===== config.mk =====
export PLATFORM = sky130hd
export DESIGN_NAME = stt_cell
export DESIGN_NICKNAME = d
export VERILOG_FILES = /design/src/hdl/stt_pkg.sv /design/src/hdl/stt_cell.sv
export SDC_FILE = /design/constraint.sdc
export NUM_CORES = 1
export LEC_CHECK = 0
export ABC_AREA = 1
export BUFFER_PORTS_ARGS = -buffer_cell sky130_fd_sc_hd__buf_2
export CORE_MARGIN = 4
export CORE_UTILIZATION = 51
export CTS_CLUSTER_SIZE = 12
export DETAILED_ROUTE_END_ITERATION = 6
export PLACE_DENSITY = 0.88
export SLEW_MARGIN = 15
export SYNTH_ARGS = -nofsm -noshare
export SYNTH_HDL_FRONTEND = slang
export SYNTH_SLANG_ARGS = --single-unit

===== constraint.sdc =====
create_clock -name clk -period 15.6 [get_ports clk]
set_clock_uncertainty 0.2 [all_clocks]
set_input_delay 3.12 -clock clk [delete_from_list [all_inputs] [get_ports clk]]
set_output_delay 3.12 -clock clk [all_outputs]
set_load 0.005 [all_outputs]

===== src/hdl/stt_pkg.sv =====
// ----------------------------------------------------------------------------
// stt_pkg - shared types for the sequence tag table
// Item types for both channels, the token that walks the slot chain,
// action codes and default sizes.
// ----------------------------------------------------------------------------
package stt_pkg;

	localparam int unsigned TABLE_SLOTS_DEFAULT = 32;
	localparam int unsigned KEY_W = 64;
	localparam int unsigned SEQ_W = 64;

	localparam logic ACTION_RECORD  = 1'b0;
	localparam logic ACTION_CONSUME = 1'b1;

	typedef struct packed {
		logic             action;
		logic [KEY_W-1:0] entry_key;
	} in_item_t;

	typedef struct packed {
		logic [SEQ_W-1:0] sequence_number;
		logic             hit;
		logic             dropped;
	} out_item_t;

	// Request traveling down the chain, one cell per cycle.
	typedef struct packed {
		logic             active;
		logic             consume;
		logic             done;
		logic             hit;
		logic [KEY_W-1:0] key;
		logic [SEQ_W-1:0] seq;
	} token_t;

endpackage


===== src/hdl/stt_cell.sv =====
// ----------------------------------------------------------------------------
// stt_cell - one slot of the sequence tag table
// Holds one key, its sequence number and a valid bit. Serves the token that
// passes by and forwards it to the next cell on the following cycle.
// ----------------------------------------------------------------------------
module stt_cell (
	input  logic            clk,
	input  logic            arst_n,
	input  stt_pkg::token_t tok_in,
	output stt_pkg::token_t tok_out
);

	logic [stt_pkg::KEY_W-1:0] key_q;
	logic [stt_pkg::SEQ_W-1:0] seq_q;
	logic                      valid_q;
	logic                      tok_active_q;
	stt_pkg::token_t           tok_pay_q;

	logic            pending;
	logic            do_store;
	logic            do_free;
	stt_pkg::token_t tok_next;

	assign pending  = tok_in.active && !tok_in.done;
	assign do_store = pending && !tok_in.consume && !valid_q;
	assign do_free  = pending && tok_in.consume && valid_q && (key_q == tok_in.key);

	always_comb begin
		tok_next = tok_in;
		if (do_store) begin
			tok_next.done = 1'b1;
		end
		if (do_free) begin
			tok_next.done = 1'b1;
			tok_next.hit  = 1'b1;
			tok_next.seq  = seq_q;
		end
	end

	always_ff @(posedge clk or negedge arst_n) begin
		if (!arst_n) begin
			valid_q      <= 1'b0;
			tok_active_q <= 1'b0;
		end else begin
			tok_active_q <= tok_in.active;
			if (do_store) begin
				valid_q <= 1'b1;
			end else if (do_free) begin
				valid_q <= 1'b0;
			end
		end
	end

	always_ff @(posedge clk) begin
		tok_pay_q <= tok_next;
		if (do_store) begin
			key_q <= tok_in.key;
			seq_q <= tok_in.seq;
		end
	end

	always_comb begin
		tok_out        = tok_pay_q;
		tok_out.active = tok_active_q;
	end

endmodule


==> flow_metrics.env, run 1 <==
export IMPL_crit_required_ps=15800
export IMPL_hold_path_depth=2
export IMPL_power_density_nw_per_um2=128.3
export IMPL_drv_cap=0
export IMPL_syn_num_nets=900
export IMPL_yosys_area_share_simple_pct=17.80
export IMPL_dp_hpwl_um=14020
export IMPL_cts_max_level=1
export IMPL_root_buffer="clkbuf_16"
export IMPL_synthCells=766
export IMPL_async_reset_ff_share_pct=0.7663
export IMPL_core_um2=16700
export IMPL_finalCritPeriodShare_pct=36.95
export IMPL_vias=6235
export IMPL_drc=0
export IMPL_dr_pass1_iters=5
export IMPL_ys_types=21
export IMPL_r2r_cells=12
export IMPL_p_leak_nw=5.118
export IMPL_synth_xor_area_share_pct=1.198
export IMPL_synth_top_family_by_area="simple AND/OR/NAND/NOR gates"
export IMPL_arrival_ps=5970
export IMPL_wl_per_cell_um=15.92
export IMPL_comb_power_share_pct=5.5
export IMPL_clk_path_buf_depth=3
export IMPL_power_report_internal_total_mw=1.125
export IMPL_synth_fa_ha_area_share_pct=0
export IMPL_nets=1171
export IMPL_p_seq_share_pct=53.1
export IMPL_seq_area_frac_synth_pct=74.29
export IMPL_antenna_found_initial=4
export IMPL_grt_pass1_vias=6366
export IMPL_cts_tree="built"
export IMPL_synth_seq_cells=261
export IMPL_yosys_warnings=0
export IMPL_cts_setup_buffers=0
export IMPL_clkPwrFrac_pct=41.4
export IMPL_io_buffer_count=265
export IMPL_track_usage_pct=20.37
export IMPL_slew_headroom_pct=33.73
export IMPL_worst_path_max_fanout=65
export IMPL_drive_gt1_share_pct=29.38
export IMPL_io_pin_count=266
export IMPL_rsz0062_at_grt="false"
export IMPL_overflow=0
export IMPL_fin_ws_ps=9836
export IMPL_final_hold_violation_count=0
export IMPL_status="completed"
export IMPL_avgSynthCellArea_um2=11.45
export IMPL_synth_area_um2=8771
export IMPL_place_gp_congestion=0.7493
export IMPL_synthMuxAreaShare_pct=0
export IMPL_post_route_util_pct=66.24
export IMPL_path_class="in -> reg"
export IMPL_cts_buffers=27
export IMPL_hold_path_class="reg -> reg"
export IMPL_grt_max_degree=66
export IMPL_tns_ps=0
export IMPL_die_w_um=139.1
export IMPL_ys_flop_type="dfxtp_1"
export IMPL_synth_edf_count=128
export IMPL_grt_first_pass_wirelength_um=32140
export IMPL_cts_sinks=261
export IMPL_wl_um=20310
export IMPL_clock_latency_ps=510
export IMPL_finalMaxSlewViolations=0
export IMPL_power_switching_mw=0.2950
export IMPL_worstSetupEndpointType="register"
export IMPL_initial_core_util_pct=52.52
export IMPL_synth_compound_area_share_pct=1.327
export IMPL_rows=47
export IMPL_die_h_um=139.1
export IMPL_finalSetupViolCount=0
export IMPL_vias_per_cell=4.886
export IMPL_clkTransAtPathRegs_ps=60
export IMPL_areaGrowthSynthToFinish_pct=26.13
export IMPL_ant_nets=0
export IMPL_p_sw_share_pct=20.78
export IMPL_critPathLaunchType="primary input"
export IMPL_post_place_ws_ps=9342
export IMPL_hold_buffers=0
export IMPL_die_area_um2=19360
export IMPL_drt_first_iter_violations=355
export IMPL_min_period_ps=5764
export IMPL_peakVddDrop_v=0.0001236
export IMPL_tightest_slew_ps=986.6
export IMPL_fmax_mhz=173.5
export IMPL_cts_resized=0
[stage by stage]
step | instances | instance area (um2) | power (mW) | hold WS, ps
after floorplan | 766 | 8777 | 0.7956 | 267.5
after global placement | 1228 | 10250 | 0.8420 | 272.0
after detailed placement | 1228 | 10250 | 0.8466 | 276.2
after CTS | 1275 | 11060 | 1.435 | 290.0
after global routing | 1276 | 11060 | 1.474 | 314.1
final | 1276 | 11060 | 1.420 | 287.8
[area by class of cell]
| type | count | area (um2) |
|---|---|---|
| inverter | 73 | 274.0 |
| clock buffer | 45 | 794.5 |
| multi-input combinational | 403 | 1815 |
| timing repair buffer | 271 | 1371 |
| tap | 220 | 275.3 |
| sequential | 261 | 6516 |
| antenna | 1 | 2.502 |
| fill | 1214 | 5638 |
| clock inverter | 2 | 13.76 |
[logic make-up after synthesis]
logic type | count (synthesis)
AND/OR/NAND/NOR | 369
AO/OA/AOI/OAI | 22
flip-flops | 261
buffers and inverters | 102
XOR/XNOR | 12
[worst paths after layout]
kind / startpoint / to / slack [ps]
worst max-delay path: tok_in[126] / tok_out[6]$_DFF_P_ / 9840
min in group asynchronous: arst_n / tok_active_q$_DFF_PN0_ / 2190
worst min-delay path: seq_q[58]$_DFFE_PP_ / tok_out[58]$_DFF_P_ / 290
worst max register to register: key_q[62]$_DFFE_PP_ / tok_out[6]$_DFF_P_ / 12180
worst min register to register: seq_q[58]$_DFFE_PP_ / tok_out[58]$_DFF_P_ / 290
max in group asynchronous: arst_n / valid_q$_DFFE_PN0P_ / 12910
[registers in the layout (all words and copies together) (netlist names)]
signal	flops
key_q	64
seq_q	64
tok_active_q	1
tok_out	131
valid_q	1
[Yosys cell counts, types with 5 or more instances]
cell type / instances / share of area (%)
inv_1: 72 / 3.1
buf_2: 8 / 0.46
edfxtp_1: 128 / 44
nand2_1: 245 / 10
o22ai_1: 5 / 0.36
xnor2_1: 11 / 1.1
nand4_1: 64 / 4.6
o21ai_1: 14 / 0.80
buf_4: 15 / 1.3
nor2_1: 54 / 2.3
dfxtp_1: 131 / 30
[cell usage in the layout, fill, tap and decap left out]
cell type / Yosys / routed
nand2_1: 245 / 245
nor4_4: 0 / 1
clkbuf_8: 0 / 3
clkbuf_16: 0 / 28
nand3_1: 2 / 2
dfrtp_1: 2 / 2
clkinv_2: 0 / 1
buf_4: 15 / 6
xor2_1: 1 / 1
nor2_1: 54 / 53
o22ai_1: 5 / 5
edfxtp_1: 128 / 128
buf_2: 8 / 265
nor2_4: 0 / 3
inv_2: 1 / 1
o21ai_0: 3 / 3
inv_1: 72 / 72
diode_2: 0 / 1
inv_6: 0 / 1
xnor2_1: 11 / 11
nand4_1: 64 / 64
clkbuf_1: 3 / 14
o21ai_1: 14 / 14
nand3_2: 1 / 1
dfxtp_1: 131 / 131
[critical path: stages]
cell and delay [ps]:
buf_2 120, nor2_1 120, nor2_1 60, nor2_1 120, nand2_1 90, nor2_1 130, nand2_1 130, nor2_4 90
buf_4 500, nand3_2 740, buf_4 500, nand2_1 120, nand2_1 50
[power by group through the flow]
| stage | clock (mW) | combinational (mW) | sequential (mW) |
|---|---|---|---|
| floorplan | 0 | 0.0234 | 0.772 |
| global placement | 0 | 0.0748 | 0.767 |
| detailed placement | 0 | 0.0781 | 0.768 |
| CTS | 0.601 | 0.0791 | 0.754 |
| global route | 0.631 | 0.0871 | 0.756 |
| finish | 0.588 | 0.0781 | 0.754 |
[layer usage]
metal | global-route usage [%] | up-vias | part of all wire [%]
met5 | 0 | - | 0.12
met4 | 6.900 | 4 | 3.2
met3 | 5.379 | 50 | 7.4
met2 | 36.10 | 260 | 51
met1 | 24.08 | 2857 | 38
li1 | - | 3064 | -
Power figures use the tool's default switching activity.
==> inputs of run 2 (changes only) <==
- CORE_UTILIZATION: 51 -> 46
- PLACE_DENSITY: 0.88 -> 0.85
- clock period: 15.6 -> 4.9 ns (I/O delays scaled with it)
==> run 2 against run 1 <==
Compared with the run above:
- via count about the same
- sequential power grew to 3.2 times the previous value
- wire length is 2.5% lower
- core utilization is 7.0 points lower
- die area grew 10%
- cell count up 1.3%
- critical endpoint is now tok_out[38]$_DFF_P_
- largest cell class unchanged
==> flow_metrics.env, run 2 (synthesized netlist as in run 1, its figures left out) <==
export IMPL_fillers=1465
export IMPL_cts_max_level=1
export IMPL_drive_gt1_share_pct=29.49
export IMPL_io_buffer_count=265
export IMPL_core_um2=18710
export IMPL_post_route_util_pct=59.27
export IMPL_drt_first_iter_violations=346
export IMPL_antenna_cells=0
export IMPL_placedCellCount=1243
export IMPL_overflow=0
export IMPL_clock_latency_ps=510
export IMPL_tns_ps=0
export IMPL_mostFrequentLayoutCells="buf_2 (265), nand2_1 (245), dfxtp_1 (131)"
export IMPL_tightest_slew_ps=834.6
export IMPL_grt_first_pass_wirelength_um=30990
export IMPL_clkTransAtPathRegs_ps=60
export IMPL_dr_pass1_iters=5
export IMPL_io_pin_count=266
export IMPL_finalMaxSlewViolations=0
export IMPL_nets=1172
export IMPL_arrival_ps=2970
export IMPL_finalSetupViolCount=0
export IMPL_vias_per_cell=4.825
export IMPL_root_buffer="clkbuf_16"
export IMPL_r2r_slack_ps=2330
export IMPL_wl_per_cell_um=15.32
export IMPL_worstSetupEndpointType="register"
export IMPL_layout_commonest_cell="buf_2"
export IMPL_power_density_nw_per_um2=407.0
export IMPL_wl_um=19800
export IMPL_drv_cap=0
export IMPL_rows=50
export IMPL_finalCritPeriodShare_pct=56.51
export IMPL_hold_path_class="in -> async"
export IMPL_antenna_found_initial=1
export IMPL_r2r_cells=11
export IMPL_min_period_ps=2769
export IMPL_cts_setup_buffers=0
export IMPL_final_hold_violation_count=0
export IMPL_die_w_um=146.1
export IMPL_slowest_delay_ps=490
export IMPL_grt_pass1_vias=6134
export IMPL_drc=0
export IMPL_path_class="in -> reg"
export IMPL_critical_path_slowest_cell="nand3_2"
export IMPL_crit_chain="buf_2 -> nor2_1 -> nor2_1 -> nor2_1 -> nand2_1 -> nor2_1 -> nand2_1 -> nor2_4 -> nand3_2 -> buf_4 -> nand2_1 -> nand2_1"
export IMPL_track_usage_pct=17.58
export IMPL_cts_tree="built"
export IMPL_peakVddDrop_v=0.0003248
export IMPL_r2r_end="tok_out[38]$_DFF_P_"
export IMPL_critPathLaunchType="primary input"
export IMPL_die_h_um=146.1
export IMPL_r2r_start="key_q[62]$_DFFE_PP_"
export IMPL_hold_buffers=0
export IMPL_p_leak_nw=5.121
export IMPL_place_gp_congestion=0.7932
export IMPL_cts_resized=0
export IMPL_crit_required_ps=5100
export IMPL_whs_ps=43.67
export IMPL_vias=6234
export IMPL_fmax_mhz=361.2
export IMPL_status="completed"
export IMPL_cts_sinks=261
export IMPL_initial_core_util_pct=46.89
export IMPL_ant_nets=0
export IMPL_slew_headroom_pct=44.36
export IMPL_areaGrowthSynthToFinish_pct=26.41
export IMPL_worst_path_max_fanout=38
export IMPL_die_area_um2=21340
export IMPL_fin_cells=1292
export IMPL_largest_reg_flops=131
export IMPL_rsz0062_at_grt="false"
export IMPL_cts_buffers=27
export IMPL_grt_max_degree=66
export IMPL_dp_hpwl_um=13930
export IMPL_clk_path_buf_depth=3
-- run 2: cell count changes in the layout (fill, tap and decap cells not counted) --
cell / delta
clkbuf_16: -1
clkinvlp_4: +1
clkinv_2: -1
inv_6: -1
diode_2: -1
clkbuf_8: +1
inv_4: +1
clkinv_4: +1
clkbuf_1: +1
buf_4: +1
-- run 2: how the worst max path moves through the flow --
stage / start / to / slack (ps)
global placement: tok_in[74] / tok_out[57]$_DFF_P_ / 1670
detailed placement: tok_in[126] / tok_out[38]$_DFF_P_ / 1570
finish: tok_in[126] / tok_out[38]$_DFF_P_ / 2130
CTS: tok_in[126] / tok_out[38]$_DFF_P_ / 2130
floorplan: tok_in[130] / key_q[0]$_DFFE_PP_ / -900
global route: tok_in[116] / tok_out[38]$_DFF_P_ / 1890
-- run 2: area by class of cell --
| type | instances | area, um2 | area share, % |
|---|---|---|---|
| Inverter | 73 | 274.0 | 2.472 |
| Clock inverter | 3 | 22.52 | 0.2031 |
| Sequential cell | 261 | 6516 | 58.77 |
| Multi-Input combinational cell | 403 | 1815 | 16.38 |
| Tap cell | 234 | 292.8 | 2.641 |
| Timing Repair Buffer | 272 | 1379 | 12.44 |
| Clock buffer | 46 | 787.0 | 7.099 |
-- run 2: report_power, final --
part           switching, mW  internal [mW]  leakage, nW  total (mW)
clock network          0.781           1.09        0.388        1.87
logic                  0.136          0.109         2.45       0.245
registers             0.0254           2.38         2.28        2.40
total                  0.942           3.57         5.12        4.51
-- run 2: critical path, delay by kind of cell --
kind                   cells  cell delay (ps)
buffers and inverters      2              610
AND/OR/NAND/NOR           10             1350
-- run 2: layer usage --
layer  track usage, %  wire [um]  vias up
li1                 -          -     3061
met1            21.68       7849     2884
met2            30.82       9966      248
met3            4.376       1418       39
met4            5.033        550        2
met5                0         12        -
-- run 2: per-stage QoR --
| stage | setup slack [ps] | area (um2) | power [mW] |
|---|---|---|---|
| after floorplan | -900.3 | 8786 | 2.531 |
| after global placement | 1672 | 10280 | 2.684 |
| after detailed placement | 1571 | 10280 | 2.695 |
| after CTS | 2135 | 11090 | 4.563 |
| after global routing | 1893 | 11090 | 4.688 |
| final | 2131 | 11090 | 4.512 |
==> inputs of run 3 (changes only) <==
- CORE_UTILIZATION: 46 -> 51
- PLACE_DENSITY: 0.85 -> 0.88
- clock period: 4.9 -> 2.8 ns (I/O delays scaled with it)
==> run 3 against run 2 <==
Compared with the run above:
- via count up 7.2%
- die area down 9.3%
- sequential share of layout area down 3.3 points
- critical endpoint is now tok_out[41]$_DFF_P_
- combinational power up 110%
- clock power up 73%
- setup slack worse by 1900 ps
- first-iteration DRC count up 11%
- critical path depth up 2
- core utilization up 11 points
==> flow_metrics.env, run 3 (synthesized netlist as in run 1, its figures left out) <==
export IMPL_status="completed"
export IMPL_grt_first_pass_wirelength_um=36360
export IMPL_cts_setup_buffers=0
export IMPL_crit_required_ps=3040
export IMPL_path_class="in -> reg"
export IMPL_clock_latency_ps=520
export IMPL_drv_cap=0
export IMPL_track_usage_pct=23.15
export IMPL_root_buffer="clkbuf_16"
export IMPL_fin_ws_ps=184.4
export IMPL_die_h_um=139.1
export IMPL_r2r_start="key_q[47]$_DFFE_PP_"
export IMPL_rsz0062_at_grt="false"
export IMPL_io_pin_count=266
export IMPL_placedCellCount=1230
export IMPL_tightest_slew_ps=676.4
export IMPL_placed_cell_area_um2=10320
export IMPL_r2r_end="tok_out[41]$_DFF_P_"
export IMPL_mostFrequentLayoutCells="buf_2 (265), nand2_1 (245), dfxtp_1 (131)"
export IMPL_drc=0
export IMPL_largest_reg_flops=131
export IMPL_initial_core_util_pct=52.52
export IMPL_r2r_slack_ps=540
export IMPL_place_gp_congestion=0.7553
export IMPL_holdPathEnd="tok_out[79]$_DFF_P_"
export IMPL_finalCritPeriodShare_pct=93.42
export IMPL_ant_nets=0
export IMPL_die_w_um=139.1
export IMPL_clk_path_buf_depth=3
export IMPL_hp_start="tok_in[79]"
export IMPL_finalMaxSlewViolations=0
export IMPL_r2r_cells=12
export IMPL_antenna_found_initial=1
export IMPL_critPathLaunchType="primary input"
export IMPL_fin_area_um2=11750
export IMPL_peakVddDrop_v=0.0005548
export IMPL_fillers=1075
export IMPL_cts_tree="built"
export IMPL_layout_commonest_cell="buf_2"
export IMPL_rows=47
export IMPL_hold_path_depth=1
export IMPL_overflow=0
export IMPL_vias_per_cell=4.978
export IMPL_drive_gt1_share_pct=27.56
export IMPL_cts_max_level=1
export IMPL_power_density_nw_per_um2=678.3
export IMPL_areaGrowthSynthToFinish_pct=33.99
export IMPL_arrival_ps=2850
export IMPL_cts_sinks=261
export IMPL_clkTransAtPathRegs_ps=60
export IMPL_wl_um=23080
export IMPL_worstSetupEndpointType="register"
export IMPL_die_area_um2=19360
export IMPL_finalSetupViolCount=0
export IMPL_fin_cells=1342
export IMPL_grt_max_degree=68
export IMPL_fmax_mhz=382.3
export IMPL_slew_headroom_pct=54.91
export IMPL_io_buffer_count=265
export IMPL_core_um2=16700
export IMPL_dp_hpwl_um=14390
export IMPL_finalPower_mw=7.971
export IMPL_post_route_util_pct=70.37
export IMPL_wl_per_cell_um=17.20
export IMPL_grt_pass1_vias=7012
export IMPL_final_hold_violation_count=0
export IMPL_nets=1236
export IMPL_whs_ps=14.11
export IMPL_post_place_ws_ps=398.7
export IMPL_dr_pass1_iters=5
export IMPL_cts_buffers=26
export IMPL_tns_ps=0
export IMPL_vias=6680
export IMPL_worst_path_max_fanout=67
export IMPL_hold_buffers=64
export IMPL_min_period_ps=2616
export IMPL_hold_path_class="in -> reg"
export IMPL_p_leak_nw=5.396
export IMPL_cts_resized=0
export IMPL_drt_first_iter_violations=385
-- run 3: worst max path at each step --
stage                      startpoint                  end  slack, ps  depth (start not counted)
after floorplan           tok_in[130]   key_q[0]$_DFFE_PP_      -2580                          1
after global placement    tok_in[130]   tok_out[5]$_DFF_P_        440                         13
after detailed placement   tok_in[92]  tok_out[44]$_DFF_P_        400                         10
after CTS                  tok_in[95]  tok_out[41]$_DFF_P_        310                         14
after global routing      tok_in[111]  tok_out[41]$_DFF_P_         60                         13
final                      tok_in[85]  tok_out[41]$_DFF_P_        180                         14
-- run 3: per-layer routing --
layer  up-vias  GRT usage [%]  share of wire, %  routed length (um)
met5         -              0                 0                   0
met4         0          8.033               3.6                 829
met3        69          5.862               7.9                1817
met2       366          42.55                52               12030
met1      3057          26.11                36                8403
li1       3188              -                 -                   -
-- run 3: worst max-delay path, stage by stage --
cell and delay, ps:
dlygate4sd3_1 550, buf_2 160, inv_1 100, nand2_1 90
o21ai_1 110, nor2_1 50, nand2_1 90, nor2_1 60
nand2_1 140, nor2_4 60, nand3_2 50, buf_4 520
nand2_1 140, nand2_1 120
-- run 3: final cells by class --
class	count	area (um2)	area share (%)
Sequential cell	261	6516	55.45
Timing Repair Buffer	337	2077	17.67
Multi-Input combinational cell	403	1815	15.45
Clock buffer	47	792.0	6.739
Tap cell	220	275.3	2.342
Inverter	73	274.0	2.332
Antenna cell	1	2.502	0.02129
-- run 3: report_power, final --
group          total (mW)  switching [mW]  internal [mW]
Combinational       0.522           0.269          0.252
Clock                3.24            1.35           1.89
Sequential           4.21          0.0492           4.16
Total                7.97            1.67           6.30
